$ cat src/hdl/tss_pkg.sv
// Shared types and constants for the traffic signal sequencer.
// Used by the lamp decoder, the top level and the port checker; no dependencies.
package tss_pkg;

  localparam int unsigned SecsW   = 5;
  localparam int unsigned LightW  = 10;
  localparam int unsigned ThreshW = 11;
  localparam int unsigned CfgAW   = 3;
  localparam int unsigned InDataW  = 16;
  localparam int unsigned OutDataW = 24;

  typedef enum logic [CfgAW-1:0] {
    REG_NS_GREEN   = 3'd0,
    REG_EW_GREEN   = 3'd1,
    REG_TURN_GREEN = 3'd2,
    REG_YELLOW     = 3'd3,
    REG_NS_WALK    = 3'd4,
    REG_EW_WALK    = 3'd5,
    REG_DARK_THR   = 3'd6
  } tss_reg_t;

  typedef enum logic [3:0] {
    PH_START      = 4'd0,
    PH_NS_WALK    = 4'd1,
    PH_NS_GREEN   = 4'd2,
    PH_NS_YELLOW  = 4'd3,
    PH_EWT_GREEN  = 4'd4,
    PH_EWT_YELLOW = 4'd5,
    PH_EW_WALK    = 4'd6,
    PH_EW_GREEN   = 4'd7,
    PH_EW_YELLOW  = 4'd8,
    PH_NST_GREEN  = 4'd9,
    PH_NST_YELLOW = 4'd10
  } tss_phase_t;

  typedef enum logic [1:0] {
    COL_OFF    = 2'd0,
    COL_RED    = 2'd1,
    COL_GREEN  = 2'd2,
    COL_YELLOW = 2'd3
  } tss_color_t;

  typedef enum logic [1:0] {
    APPR_NS  = 2'd0,
    APPR_NST = 2'd1,
    APPR_EW  = 2'd2,
    APPR_EWT = 2'd3
  } tss_appr_t;

  // Lamp and walk indications for one phase.
  typedef struct packed {
    tss_color_t ns;
    tss_color_t nst;
    tss_color_t ew;
    tss_color_t ewt;
    tss_appr_t  appr;
    logic       walk;
    logic       walk_ew;
  } tss_lamp_t;

endpackage

$ cat src/hdl/tss_lamp_decode.sv
// Lamp decoder: maps the current phase to the four lamp colors and walk flags.
// Depends on tss_pkg.
module tss_lamp_decode (
  input  tss_pkg::tss_phase_t phase,
  output tss_pkg::tss_lamp_t  lamp
);
  import tss_pkg::*;

  always_comb begin
    lamp = '{ns: COL_RED, nst: COL_RED, ew: COL_RED, ewt: COL_RED,
             appr: APPR_NS, walk: 1'b0, walk_ew: 1'b0};
    case (phase)
      PH_NS_WALK: begin
        lamp.ns   = COL_GREEN;
        lamp.walk = 1'b1;
      end
      PH_NS_GREEN:   lamp.ns = COL_GREEN;
      PH_NS_YELLOW:  lamp.ns = COL_YELLOW;
      PH_EWT_GREEN: begin
        lamp.ewt  = COL_GREEN;
        lamp.appr = APPR_EWT;
      end
      PH_EWT_YELLOW: begin
        lamp.ewt  = COL_YELLOW;
        lamp.appr = APPR_EWT;
      end
      PH_EW_WALK: begin
        lamp.ew      = COL_GREEN;
        lamp.appr    = APPR_EW;
        lamp.walk    = 1'b1;
        lamp.walk_ew = 1'b1;
      end
      PH_EW_GREEN: begin
        lamp.ew   = COL_GREEN;
        lamp.appr = APPR_EW;
      end
      PH_EW_YELLOW: begin
        lamp.ew   = COL_YELLOW;
        lamp.appr = APPR_EW;
      end
      PH_NST_GREEN: begin
        lamp.nst  = COL_GREEN;
        lamp.appr = APPR_NST;
      end
      default: begin
        // The NS turn yellow, the start code and any code outside the cycle.
        lamp.nst  = COL_YELLOW;
        lamp.appr = APPR_NST;
      end
    endcase
  end

endmodule

$ cat src/hdl/traffic_signal_sequencer.sv
// Traffic signal sequencer, top level: phase sequencer, timers and result register.
// Depends on tss_pkg and tss_lamp_decode.
// Result: an accepted tick item's result item is registered onto out_tdata in the next cycle.
// Throughput: one item per clock while out_tready keeps up; the phase step is a single pass of logic.
// Reset (synchronous, rst_n low): start of cycle, timer zero, night mode,
// registers back to their defaults, no result pending.
module traffic_signal_sequencer #(
  parameter int TIME_BITS = 5
) (
  input  logic                          clk,
  input  logic                          rst_n,
  // Configuration write port.
  input  logic                          cfg_wr_en,
  input  logic [tss_pkg::CfgAW-1:0]     cfg_addr,
  input  logic [tss_pkg::ThreshW-1:0]   cfg_wdata,
  // Tick items in.
  input  logic                          in_tvalid,
  output logic                          in_tready,
  // From bit 0: ns_walk_request, ew_walk_request, ns_turn_request,
  // ew_turn_request, light_level[9:0], two zero pad bits.
  input  logic [tss_pkg::InDataW-1:0]   in_tdata,
  // Result items out.
  output logic                          out_tvalid,
  input  logic                          out_tready,
  // From bit 0: ns_lamp[1:0], ns_turn_lamp[1:0], ew_lamp[1:0],
  // ew_turn_lamp[1:0], active_approach[1:0], phase_seconds_left[4:0],
  // walk_active, walk_is_east_west, walk_seconds_left[4:0], buzzer_on, day_flag.
  output logic [tss_pkg::OutDataW-1:0]  out_tdata
);
  import tss_pkg::*;

  // Wide enough for both the timer and the five-bit register/result fields.
  localparam int ExtW = (TIME_BITS > SecsW) ? TIME_BITS : SecsW;

  // Configuration registers.
  logic [SecsW-1:0]   ns_thru_r, ew_thru_r, turn_green_r, yellow_r;
  logic [SecsW-1:0]   ns_walk_r, ew_walk_r;
  logic [ThreshW-1:0] dark_thr_r;

  // Sequencer state.
  tss_phase_t           phase_r, phase_nxt;
  logic [TIME_BITS-1:0] secs_r, secs_nxt;
  logic                 day_r, day_nxt;

  // Result register.
  logic                 out_valid_r;
  logic [OutDataW-1:0]  out_data_r, out_data_nxt;

  logic                 in_fire;
  logic                 ns_walk_req, ew_walk_req, ns_turn_req, ew_turn_req;
  logic [LightW-1:0]    light;
  logic                 reload;
  logic                 cycle_day;
  tss_phase_t           cycle_phase, ew_phase;
  logic [SecsW-1:0]     len_reg;
  logic [ExtW-1:0]      len_ext, secs_ext, wsec_ext;
  logic [TIME_BITS-1:0] len_time, secs_cur;
  tss_lamp_t            lamp;

  // The result register frees itself in the same cycle it is drained, so a
  // new tick is taken every clock while the downstream side keeps up.
  assign in_tready = !out_valid_r || out_tready;
  assign in_fire   = in_tvalid && in_tready;

  assign ns_walk_req = in_tdata[0];
  assign ew_walk_req = in_tdata[1];
  assign ns_turn_req = in_tdata[2];
  assign ew_turn_req = in_tdata[3];
  assign light       = in_tdata[LightW+3:4];

  // A phase ends when its timer has run out; a code outside the cycle restarts it.
  assign reload = (secs_r == '0) || (phase_r > PH_NST_YELLOW);

  // Mode for a new cycle: day when the light sample is below the threshold.
  assign cycle_day   = ({1'b0, light} < dark_thr_r);
  assign cycle_phase = (cycle_day && ns_walk_req) ? PH_NS_WALK : PH_NS_GREEN;
  // Walk requests only count in day mode, using the mode of the running cycle.
  assign ew_phase    = (day_r && ew_walk_req) ? PH_EW_WALK : PH_EW_GREEN;

  always_comb begin
    phase_nxt = phase_r;
    day_nxt   = day_r;
    if (reload) begin
      case (phase_r)
        PH_NS_WALK:    phase_nxt = PH_NS_GREEN;
        PH_NS_GREEN:   phase_nxt = PH_NS_YELLOW;
        PH_NS_YELLOW:  phase_nxt = ew_turn_req ? PH_EWT_GREEN : ew_phase;
        PH_EWT_GREEN:  phase_nxt = PH_EWT_YELLOW;
        PH_EWT_YELLOW: phase_nxt = ew_phase;
        PH_EW_WALK:    phase_nxt = PH_EW_GREEN;
        PH_EW_GREEN:   phase_nxt = PH_EW_YELLOW;
        PH_EW_YELLOW: begin
          if (ns_turn_req) begin
            phase_nxt = PH_NST_GREEN;
          end else begin
            phase_nxt = cycle_phase;
            day_nxt   = cycle_day;
          end
        end
        PH_NST_GREEN:  phase_nxt = PH_NST_YELLOW;
        default: begin
          phase_nxt = cycle_phase;
          day_nxt   = cycle_day;
        end
      endcase
    end
  end

  // Length of the phase being entered.
  always_comb begin
    case (phase_nxt)
      PH_NS_WALK:   len_reg = ns_walk_r;
      PH_NS_GREEN:  len_reg = ns_thru_r;
      PH_EWT_GREEN: len_reg = turn_green_r;
      PH_NST_GREEN: len_reg = turn_green_r;
      PH_EW_WALK:   len_reg = ew_walk_r;
      PH_EW_GREEN:  len_reg = ew_thru_r;
      default:      len_reg = yellow_r;
    endcase
  end

  // A length that is zero at the timer width runs for one second.
  assign len_ext  = ExtW'(len_reg);
  assign len_time = (len_ext[TIME_BITS-1:0] == '0) ? TIME_BITS'(1) : len_ext[TIME_BITS-1:0];
  assign secs_cur = reload ? len_time : secs_r;
  assign secs_nxt = secs_cur - TIME_BITS'(1);

  tss_lamp_decode u_lamp (
    .phase (phase_nxt),
    .lamp  (lamp)
  );

  assign secs_ext = ExtW'(secs_cur);
  assign wsec_ext = ExtW'(secs_nxt);

  always_comb begin
    out_data_nxt = {day_nxt,
                    lamp.walk,
                    lamp.walk ? wsec_ext[SecsW-1:0] : {SecsW{1'b0}},
                    lamp.walk_ew,
                    lamp.walk,
                    lamp.walk ? {SecsW{1'b0}} : secs_ext[SecsW-1:0],
                    lamp.appr,
                    lamp.ewt,
                    lamp.ew,
                    lamp.nst,
                    lamp.ns};
  end

  // Configuration writes; an index past the last register is dropped.
  always_ff @(posedge clk) begin
    if (!rst_n) begin
      ns_thru_r    <= SecsW'(9);
      ew_thru_r    <= SecsW'(8);
      turn_green_r <= SecsW'(7);
      yellow_r     <= SecsW'(3);
      ns_walk_r    <= SecsW'(7);
      ew_walk_r    <= SecsW'(9);
      dark_thr_r   <= ThreshW'(717);
    end else if (cfg_wr_en) begin
      case (cfg_addr)
        REG_NS_GREEN:   ns_thru_r    <= cfg_wdata[SecsW-1:0];
        REG_EW_GREEN:   ew_thru_r    <= cfg_wdata[SecsW-1:0];
        REG_TURN_GREEN: turn_green_r <= cfg_wdata[SecsW-1:0];
        REG_YELLOW:     yellow_r     <= cfg_wdata[SecsW-1:0];
        REG_NS_WALK:    ns_walk_r    <= cfg_wdata[SecsW-1:0];
        REG_EW_WALK:    ew_walk_r    <= cfg_wdata[SecsW-1:0];
        REG_DARK_THR:   dark_thr_r   <= cfg_wdata;
        default: ;
      endcase
    end
  end

  // Sequencer state advances once per accepted tick.
  always_ff @(posedge clk) begin
    if (!rst_n) begin
      phase_r <= PH_START;
      secs_r  <= '0;
      day_r   <= 1'b0;
    end else if (in_fire) begin
      phase_r <= phase_nxt;
      secs_r  <= secs_nxt;
      day_r   <= day_nxt;
    end
  end

  always_ff @(posedge clk) begin
    if (!rst_n) begin
      out_valid_r <= 1'b0;
    end else if (in_tready) begin
      out_valid_r <= in_tvalid;
    end
  end

  always_ff @(posedge clk) begin
    if (in_fire) begin
      out_data_r <= out_data_nxt;
    end
  end

  assign out_tvalid = out_valid_r;
  assign out_tdata  = out_data_r;

endmodule

$ cat config.mk
export PLATFORM = sky130hd
export DESIGN_NAME = traffic_signal_sequencer
export DESIGN_NICKNAME = d
export VERILOG_FILES = /design/src/hdl/tss_pkg.sv /design/src/hdl/tss_lamp_decode.sv /design/src/hdl/traffic_signal_sequencer.sv
export SDC_FILE = /design/constraint.sdc
export NUM_CORES = 1
export LEC_CHECK = 0
export BUFFER_PORTS_ARGS = -buffer_cell sky130_fd_sc_hd__buf_2
export CAP_MARGIN = 30
export CORE_ASPECT_RATIO = 1.1
export CORE_MARGIN = 4
export CORE_UTILIZATION = 48
export DETAILED_ROUTE_END_ITERATION = 12
export PLACE_DENSITY = 0.7
export SLEW_MARGIN = 15
export SYNTH_ARGS = -nofsm -noshare
export SYNTH_HDL_FRONTEND = slang
export SYNTH_SLANG_ARGS = --single-unit
export TNS_END_PERCENT = 20
$ cat constraint.sdc
create_clock -name clk -period 4.5 [get_ports clk]
set_input_delay 0 -clock clk [delete_from_list [all_inputs] [get_ports clk]]
set_output_delay 0 -clock clk [all_outputs]
set_load 0.01 [all_outputs]
# Word level (Yosys, flattened, before mapping)
# Index checks and enable logic that the tools add are counted.
[op_classes]
addsub = 1
n_mul = 0
div = 0
n_lt_le_gt_ge = 2
eq_ne = 24
n_shift = 0
n_mux = 19
bitwise_logic = 0
reduce_logical = 25
[ops]
columns = ["op", "count"]
rows = [
  ["$pmux W4 S9", 1],
  ["$eq A4 B3 Y1 const B", 8],
  ["$pmux W5 S5", 1],
  ["$eq A4 B2 Y1 const B", 4],
  ["$eq A4 B4 Y1 const B", 4],
  ["$pmux W2 S2", 4],
  ["$reduce_or A8 Y1", 2],
  ["$reduce_and A2 Y1", 7],
  ["$lt A10 B11 Y1", 1],
  ["$logic_not A5 Y1", 2],
  ["$mux W5", 2],
  ["$reduce_or A2 Y1", 5],
  ["$eq A3 B3 Y1 const B", 3],
  ["$eq A4 B1 Y1 const B", 2],
  ["$mux W4", 2],
  ["$eq A3 B2 Y1 const B", 2],
  ["$pmux W2 S3", 1],
  ["$reduce_or A3 Y1", 2],
  ["$mux W1", 5],
  ["$sub A5 B1 Y5 const B", 1],
  ["$gt A4 B4 Y1 const B", 1],
  ["$mux W2", 2],
  ["$eq A3 B1 Y1 const B", 1],
  ["$logic_and A1 B1 Y1", 3],
  ["other kinds (4)", 5],
]
[totals]
regBits = 76
latch_bits = 0
ramBits = 0
rom_bits = 0
input_bits = 35
output_inout_bits = 26
wordCells = 85
memories = 0

# Logic depth before layout (Yosys ltp)
[depth]
ltp_word = 13
mapped_depth = 15
ltp_nobuf = 15

# By module
# Synthesis repeated with hierarchy kept, for this count alone.
[hier_totals]
hier_cells = 430
area_unflattened_um2 = 4136.5
[by_module_without_submodules]
columns = ["module", "n_inst", "cells_per_inst", "area_each_um2", "seq_area_each_um2"]
rows = [
  ["traffic_signal_sequencer", 1, 405, 3971.3, 1731.7],
  ["tss_lamp_decode", 1, 25, 165.2, 0.0],
]

# Worst setup path after synthesis
# Ideal clock, no wire load.
[synth_timing]
path_kind = "flip-flop to flip-flop"
startpoint = "register dark_thr_r[8]"
endpoint = "register out_data_r[21], in the netlist out_tdata[21], data pin"
setup_time_ns = 0.264
arrival_ns = 3.336
t_required_ns = 4.236
setup_slack_ns = 0.901
path_stages_with_launch = 16
path_buffers = 0
synth_period_minus_slack_ns = 3.599
cell_sequence = "dfxtp_1 > inv_1 > ha_1 > a211oi_1 > or3_1 > o311a_1 > a22oi_1 > o21a_1 > a221oi_2 > a2111o_1 > or3_1 > o31a_4 > ha_1 > nand3_1 > xnor2_1 > nor2_1"
[synth_between]
elab_chain_len = 13
word_cells_on_any_way = 20
cone_classes = "add/sub (1); order compare (1); eq/ne (6); mux (8); reduce/logical (4)"
[synth_lines]
columns = ["item", "line", "source"]
rows = [
  ["start, declared", "traffic_signal_sequencer.sv:38", "logic [ThreshW-1:0] dark_thr_r;"],
  ["start signal, assigned", "traffic_signal_sequencer.sv:159", "dark_thr_r <= ThreshW'(717);"],
  ["start signal, assigned", "traffic_signal_sequencer.sv:168", "REG_DARK_THR: dark_thr_r <= cfg_wdata;"],
  ["$lt A10 B11 Y1 *", "traffic_signal_sequencer.sv:75", "assign cycle_day = ({1'b0, light} < dark_thr_r);"],
  ["$logic_and A1 B1 Y1 *", "traffic_signal_sequencer.sv:76", "assign cycle_phase = (cycle_day && ns_walk_req) ? PH_NS_WALK : PH_NS_GREEN;"],
  ["$mux W2 *", "traffic_signal_sequencer.sv:76", ""],
  ["$mux W4", "traffic_signal_sequencer.sv:93", "if (ns_turn_req) begin"],
  ["$pmux W4 S9 *", "traffic_signal_sequencer.sv:84", "case (phase_r)"],
  ["$mux W4 *", "traffic_signal_sequencer.sv:83", "if (reload) begin"],
  ["$eq A4 B3 Y1 / $eq A4 B4 Y1 (equally long branches)", "traffic_signal_sequencer.sv:111", "case (phase_nxt)"],
  ["$reduce_or A2 Y1 (no line)", "-", ""],
  ["$pmux W5 S5", "traffic_signal_sequencer.sv:111", ""],
  ["$logic_not A5 Y1", "traffic_signal_sequencer.sv:124", "assign len_time = (len_ext[TIME_BITS-1:0] == '0) ? TIME_BITS'(1) : len_ext[TIME_BITS-1:0];"],
  ["$mux W5", "traffic_signal_sequencer.sv:124", ""],
  ["$mux W5", "traffic_signal_sequencer.sv:125", "assign secs_cur = reload ? len_time : secs_r;"],
  ["$sub A5 B1 Y5", "traffic_signal_sequencer.sv:126", "assign secs_nxt = secs_cur - TIME_BITS'(1);"],
  ["end signal, assigned", "traffic_signal_sequencer.sv:197", "out_data_r <= out_data_nxt;"],
  ["end, declared", "traffic_signal_sequencer.sv:47", "logic [OutDataW-1:0] out_data_r, out_data_nxt;"],
]
# Mark *: on every way between the ends. The rest lies on a longest branch, timed or not.
# A chain may end at the register's enable or synchronous reset.

# Final worst setup path
[layout_timing]
startpoint = "register dark_thr_r[2]"
endpoint = "register out_data_r[21], in the netlist out_tdata[21], data pin"
# Same word-level chain as after synthesis.

==> results.rst <==
.. list-table::
   :header-rows: 1

   * - Metric
     - Value
   * - Worst ir drop on vdd
     - ~0.24 mV
   * - Most frequent cell on the critical path
     - sky130_fd_sc_hd__ha_1
   * - Data arrival time of the critical path
     - roughly 4.1 ns
   * - Final Hold Viols
     - 0
   * - Initial antenna violation count
     - 0
   * - Vias per inst
     - about 5.4
   * - Routed length per instance
     - 14.7 µm
   * - Max_slew headroom
     - 45.2%
   * - GRT Util Overall
     - 18.7%
   * - Slew at the pin closest to its max-slew limit
     - around 0.82 ns
   * - Number of enable flip-flop cells after synthesis
     - 23
   * - Maximum number of buffers from clock root to sink
     - 2
   * - Reported max-cap violation count
     - 0
   * - Cell type with the largest total area after synthesis
     - sky130_fd_sc_hd__dfxtp_1
   * - Antenna diode count
     - 0
   * - Num CTS Buffers
     - 9
   * - Area after DPL
     - ~4400 µm²
   * - Number of placement rows
     - 34
   * - Cell area after layout
     - ~4800 µm²
   * - Number of synthesis warnings
     - 0
   * - Fraction of final layout cells sized beyond drive strength 1
     - between 20% and 30%
   * - Die width
     - around 96 µm
   * - Core utilization of the finished layout
     - 58.9%
   * - Die Outline Area
     - 10000 µm²
   * - Worst path cell trace
     - inv_1 > ha_1 > a21o_1 > a31oi_1 > o311a_1 > a22oi_1 > o21ai_1 > nor3_1 > a2111o_1 > or3_1 > o31a_4 > ha_1 > nand3_1 > xnor2_1 > nor2_1
   * - Met2 capacity usage during global routing
     - 31.5%
   * - Part of the cycle the worst path needs
     - 89.8%
   * - LEAKAGE
     - 2.03 nW
   * - Post-place setup slack
     - 0.475 ns
   * - Number of nets in the synthesized netlist
     - 477
   * - CP max FO
     - 8
   * - Pin count of the biggest net entering global routing
     - 54
   * - Antenna Nets Post-Route
     - 0
   * - Cell family with the largest share of critical-path delay
     - compound AO/OA/AOI/OAI gates
   * - Starting DRT DRC Count
     - 127
   * - Async set or reset register ratio after synthesis
     - 0%
   * - GPL Wtd Cong
     - 0.863
   * - Dominant cell by count in the synthesized netlist
     - sky130_fd_sc_hd__nand2_1
   * - Relative area change from synthesis to final layout
     - 16.8%
   * - Fin crit period
     - 4.04 ns
   * - Die height
     - 105 µm
   * - Effective utilization at floorplan
     - 50.4%
   * - Smallest hold slack
     - between 0.15 and 0.2 ns
   * - # resized after CTS
     - 0
   * - Yosys top cell area share
     - 25.5%
   * - Via count
     - roughly 3300
   * - Startpoint-to-endpoint class of the critical path
     - flip-flop to flip-flop
   * - Mean instance size in the synthesized netlist
     - 9.43 µm²
   * - Share of synthesized area occupied by flip-flops and latches
     - 42.5%
   * - Met1 demand-to-capacity share in global routing
     - 24.0%
   * - Clock latency at the later pin of the worst-skew pair
     - approximately 0.34 ns
   * - Critical path's largest stage delay
     - 0.45 ns
   * - Setup TNS
     - 0 ns
   * - Iteration count of the initial detailed-routing pass
     - 4
   * - Status
     - finished clean
   * - Cells after Synth
     - 432
   * - Count of endpoints failing setup in the final report
     - 0
   * - Top cells by instance count after synthesis
     - sky130_fd_sc_hd__nand2_1, sky130_fd_sc_hd__dfxtp_1, sky130_fd_sc_hd__nor2_1
   * - CP max-delay cell
     - sky130_fd_sc_hd__o21ai_1
   * - Number of sinks on the clock net
     - 75
   * - Cells taking the most area after synthesis
     - sky130_fd_sc_hd__dfxtp_1, sky130_fd_sc_hd__edfxtp_1, sky130_fd_sc_hd__mux2i_1
   * - Final Slew Violations
     - 0
   * - H-tree depth reported by CTS
     - 3
   * - Count of buffer and inverter cells on the critical path
     - 1
   * - Aggregate global routing overflow
     - 0
   * - Boundary pin count
     - 61
   * - Type of the tightest min-delay check
     - primary input to flip-flop
   * - Count of state elements after synthesis
     - 75
   * - Nets@finish
     - between 500 and 600
   * - Total half-perimeter wirelength after legalization and detailed placement
     - ~6.5 mm
   * - Wire length of the first global-routing pass
     - roughly 15 mm
   * - Clock tree from TritonCTS
     - built
   * - Post-route DRC
     - 0
   * - Endpoint required time on the critical path
     - 4.60 ns
   * - Met3 Usage GRT
     - under 10%
   * - Syn Std Cell Area
     - just over 4000 µm²
   * - Post-layout worst setup margin
     - 0.457 ns
   * - Critical Path End Type
     - flip-flop
   * - Routed WL
     - 8.93 mm
   * - Count of input and output buffers
     - 58
   * - Clock root buffer
     - sky130_fd_sc_hd__clkbuf_8
   * - Worst setup SP type
     - flip-flop
   * - Vias in the first global route
     - 3211
   * - Unrepaired setup endpoints after global routing
     - false
   * - Clk pin slew, worst setup/hold paths
     - about 0.080 ns
   * - Std-Cell Core Area
     - 8080 µm²
   * - Fmax
     - 247 MHz
   * - Global route hottest layer
     - met2
   * - Worst clock skew
     - 0.00653 ns
   * - Power density relative to cell area
     - between 600 and 700 nW/µm²
   * - Number of distinct standard cells referenced by the synthesized netlist
     - 69
   * - Main flop type after synthesis
     - sky130_fd_sc_hd__dfxtp_1
routing by layer:
layer | vias to the layer above | share of wire (%)
met3 | 10 | 3.8
met1 | 1537 | 45
met2 | 63 | 50
li1 | 1671 | -
met5 | - | 0
met4 | 0 | 1.2
registers in the layout, indices dropped and copies added, names as in the netlist, 5 cells and up:
| name | cells |
|---|---|
| out_tdata | 23 |
| dark_thr_r | 11 |
| ew_thru_r | 5 |
| ew_walk_r | 5 |
| ns_thru_r | 5 |
| ns_walk_r | 5 |
| secs_r | 5 |
| turn_green_r | 5 |
| yellow_r | 5 |
path summary, 6_finish.rpt:
| path | end | start | slack, ns | cells after the start |
|---|---|---|---|---|
| hold reg to reg | dark_thr_r[1] | dark_thr_r[1] | 0.47 | 2 |
| setup / recovery | out_tdata[21] | dark_thr_r[2] | 0.46 | 15 |
| setup reg to reg | out_tdata[21] | dark_thr_r[2] | 0.46 | 15 |
| hold / removal | dark_thr_r[0] | cfg_addr[2] | 0.16 | 4 |
what timing repair did:
action / CTS / global route
hold endpoints to repair: 17 / 0
hold buffers: 13 / 0
buffers inserted: 0 / 0
worst register-to-register path, stage by stage (launching register included):
cell and delay (ns):
sky130_fd_sc_hd__dfxtp_1 0.31, sky130_fd_sc_hd__inv_1 0.05, sky130_fd_sc_hd__ha_1 0.29, sky130_fd_sc_hd__a21o_1 0.18
sky130_fd_sc_hd__a31oi_1 0.32, sky130_fd_sc_hd__o311a_1 0.24, sky130_fd_sc_hd__a22oi_1 0.12, sky130_fd_sc_hd__o21ai_1 0.45
sky130_fd_sc_hd__nor3_1 0.13, sky130_fd_sc_hd__a2111o_1 0.44, sky130_fd_sc_hd__or3_1 0.40, sky130_fd_sc_hd__o31a_4 0.33
sky130_fd_sc_hd__ha_1 0.23, sky130_fd_sc_hd__nand3_1 0.09, sky130_fd_sc_hd__xnor2_1 0.15, sky130_fd_sc_hd__nor2_1 0.06
cells in the final DEF (no fill, tap or decap), types with 10 or more instances in the layout:
cell                             n
sky130_fd_sc_hd__and2_1         13
sky130_fd_sc_hd__buf_2          58
sky130_fd_sc_hd__dfxtp_1        52
sky130_fd_sc_hd__dlygate4sd3_1  13
sky130_fd_sc_hd__edfxtp_1       23
sky130_fd_sc_hd__ha_1           10
sky130_fd_sc_hd__inv_1          11
sky130_fd_sc_hd__mux2i_1        31
sky130_fd_sc_hd__nand2_1        67
sky130_fd_sc_hd__nand3_1        10
sky130_fd_sc_hd__nor2_1         36
sky130_fd_sc_hd__nor2b_1        24
sky130_fd_sc_hd__o211ai_1       11
sky130_fd_sc_hd__o21ai_0        11
where the power goes:
| group | internal [W] | switching (W) | leakage (nW) |
|---|---|---|---|
| clock network | 0.000317 | 0.000253 | 0.111 |
| registers | 0.000869 | 0.0000640 | 0.643 |
| logic | 0.000682 | 0.00104 | 1.27 |
final cells by class:
class | count | area [µm²]
multi-input cells | 324 | 2180
well taps | 108 | 135
fillers | 731 | 3320
flip-flops and latches | 75 | 1730
repair buffers | 72 | 435
clock inverters | 7 | 101
clock buffers | 9 | 124
inverters | 13 | 48.8
per-stage QoR:
stage,total power [W],instances
floorplan,0.00230,432
global placement,0.00261,578
detailed placement,0.00264,578
CTS,0.00323,607
global route,0.00346,608
finish,0.00322,608
logic make-up after synthesis:
kind of cell	synth area share, %
fa+ha+maj	3.07
mux	8.72
compound gates	18.4
buf+inv	3.90
simple gates	23.0
xor+xnor	0.430
flops	42.5
(Power assumes the default switching activity.)
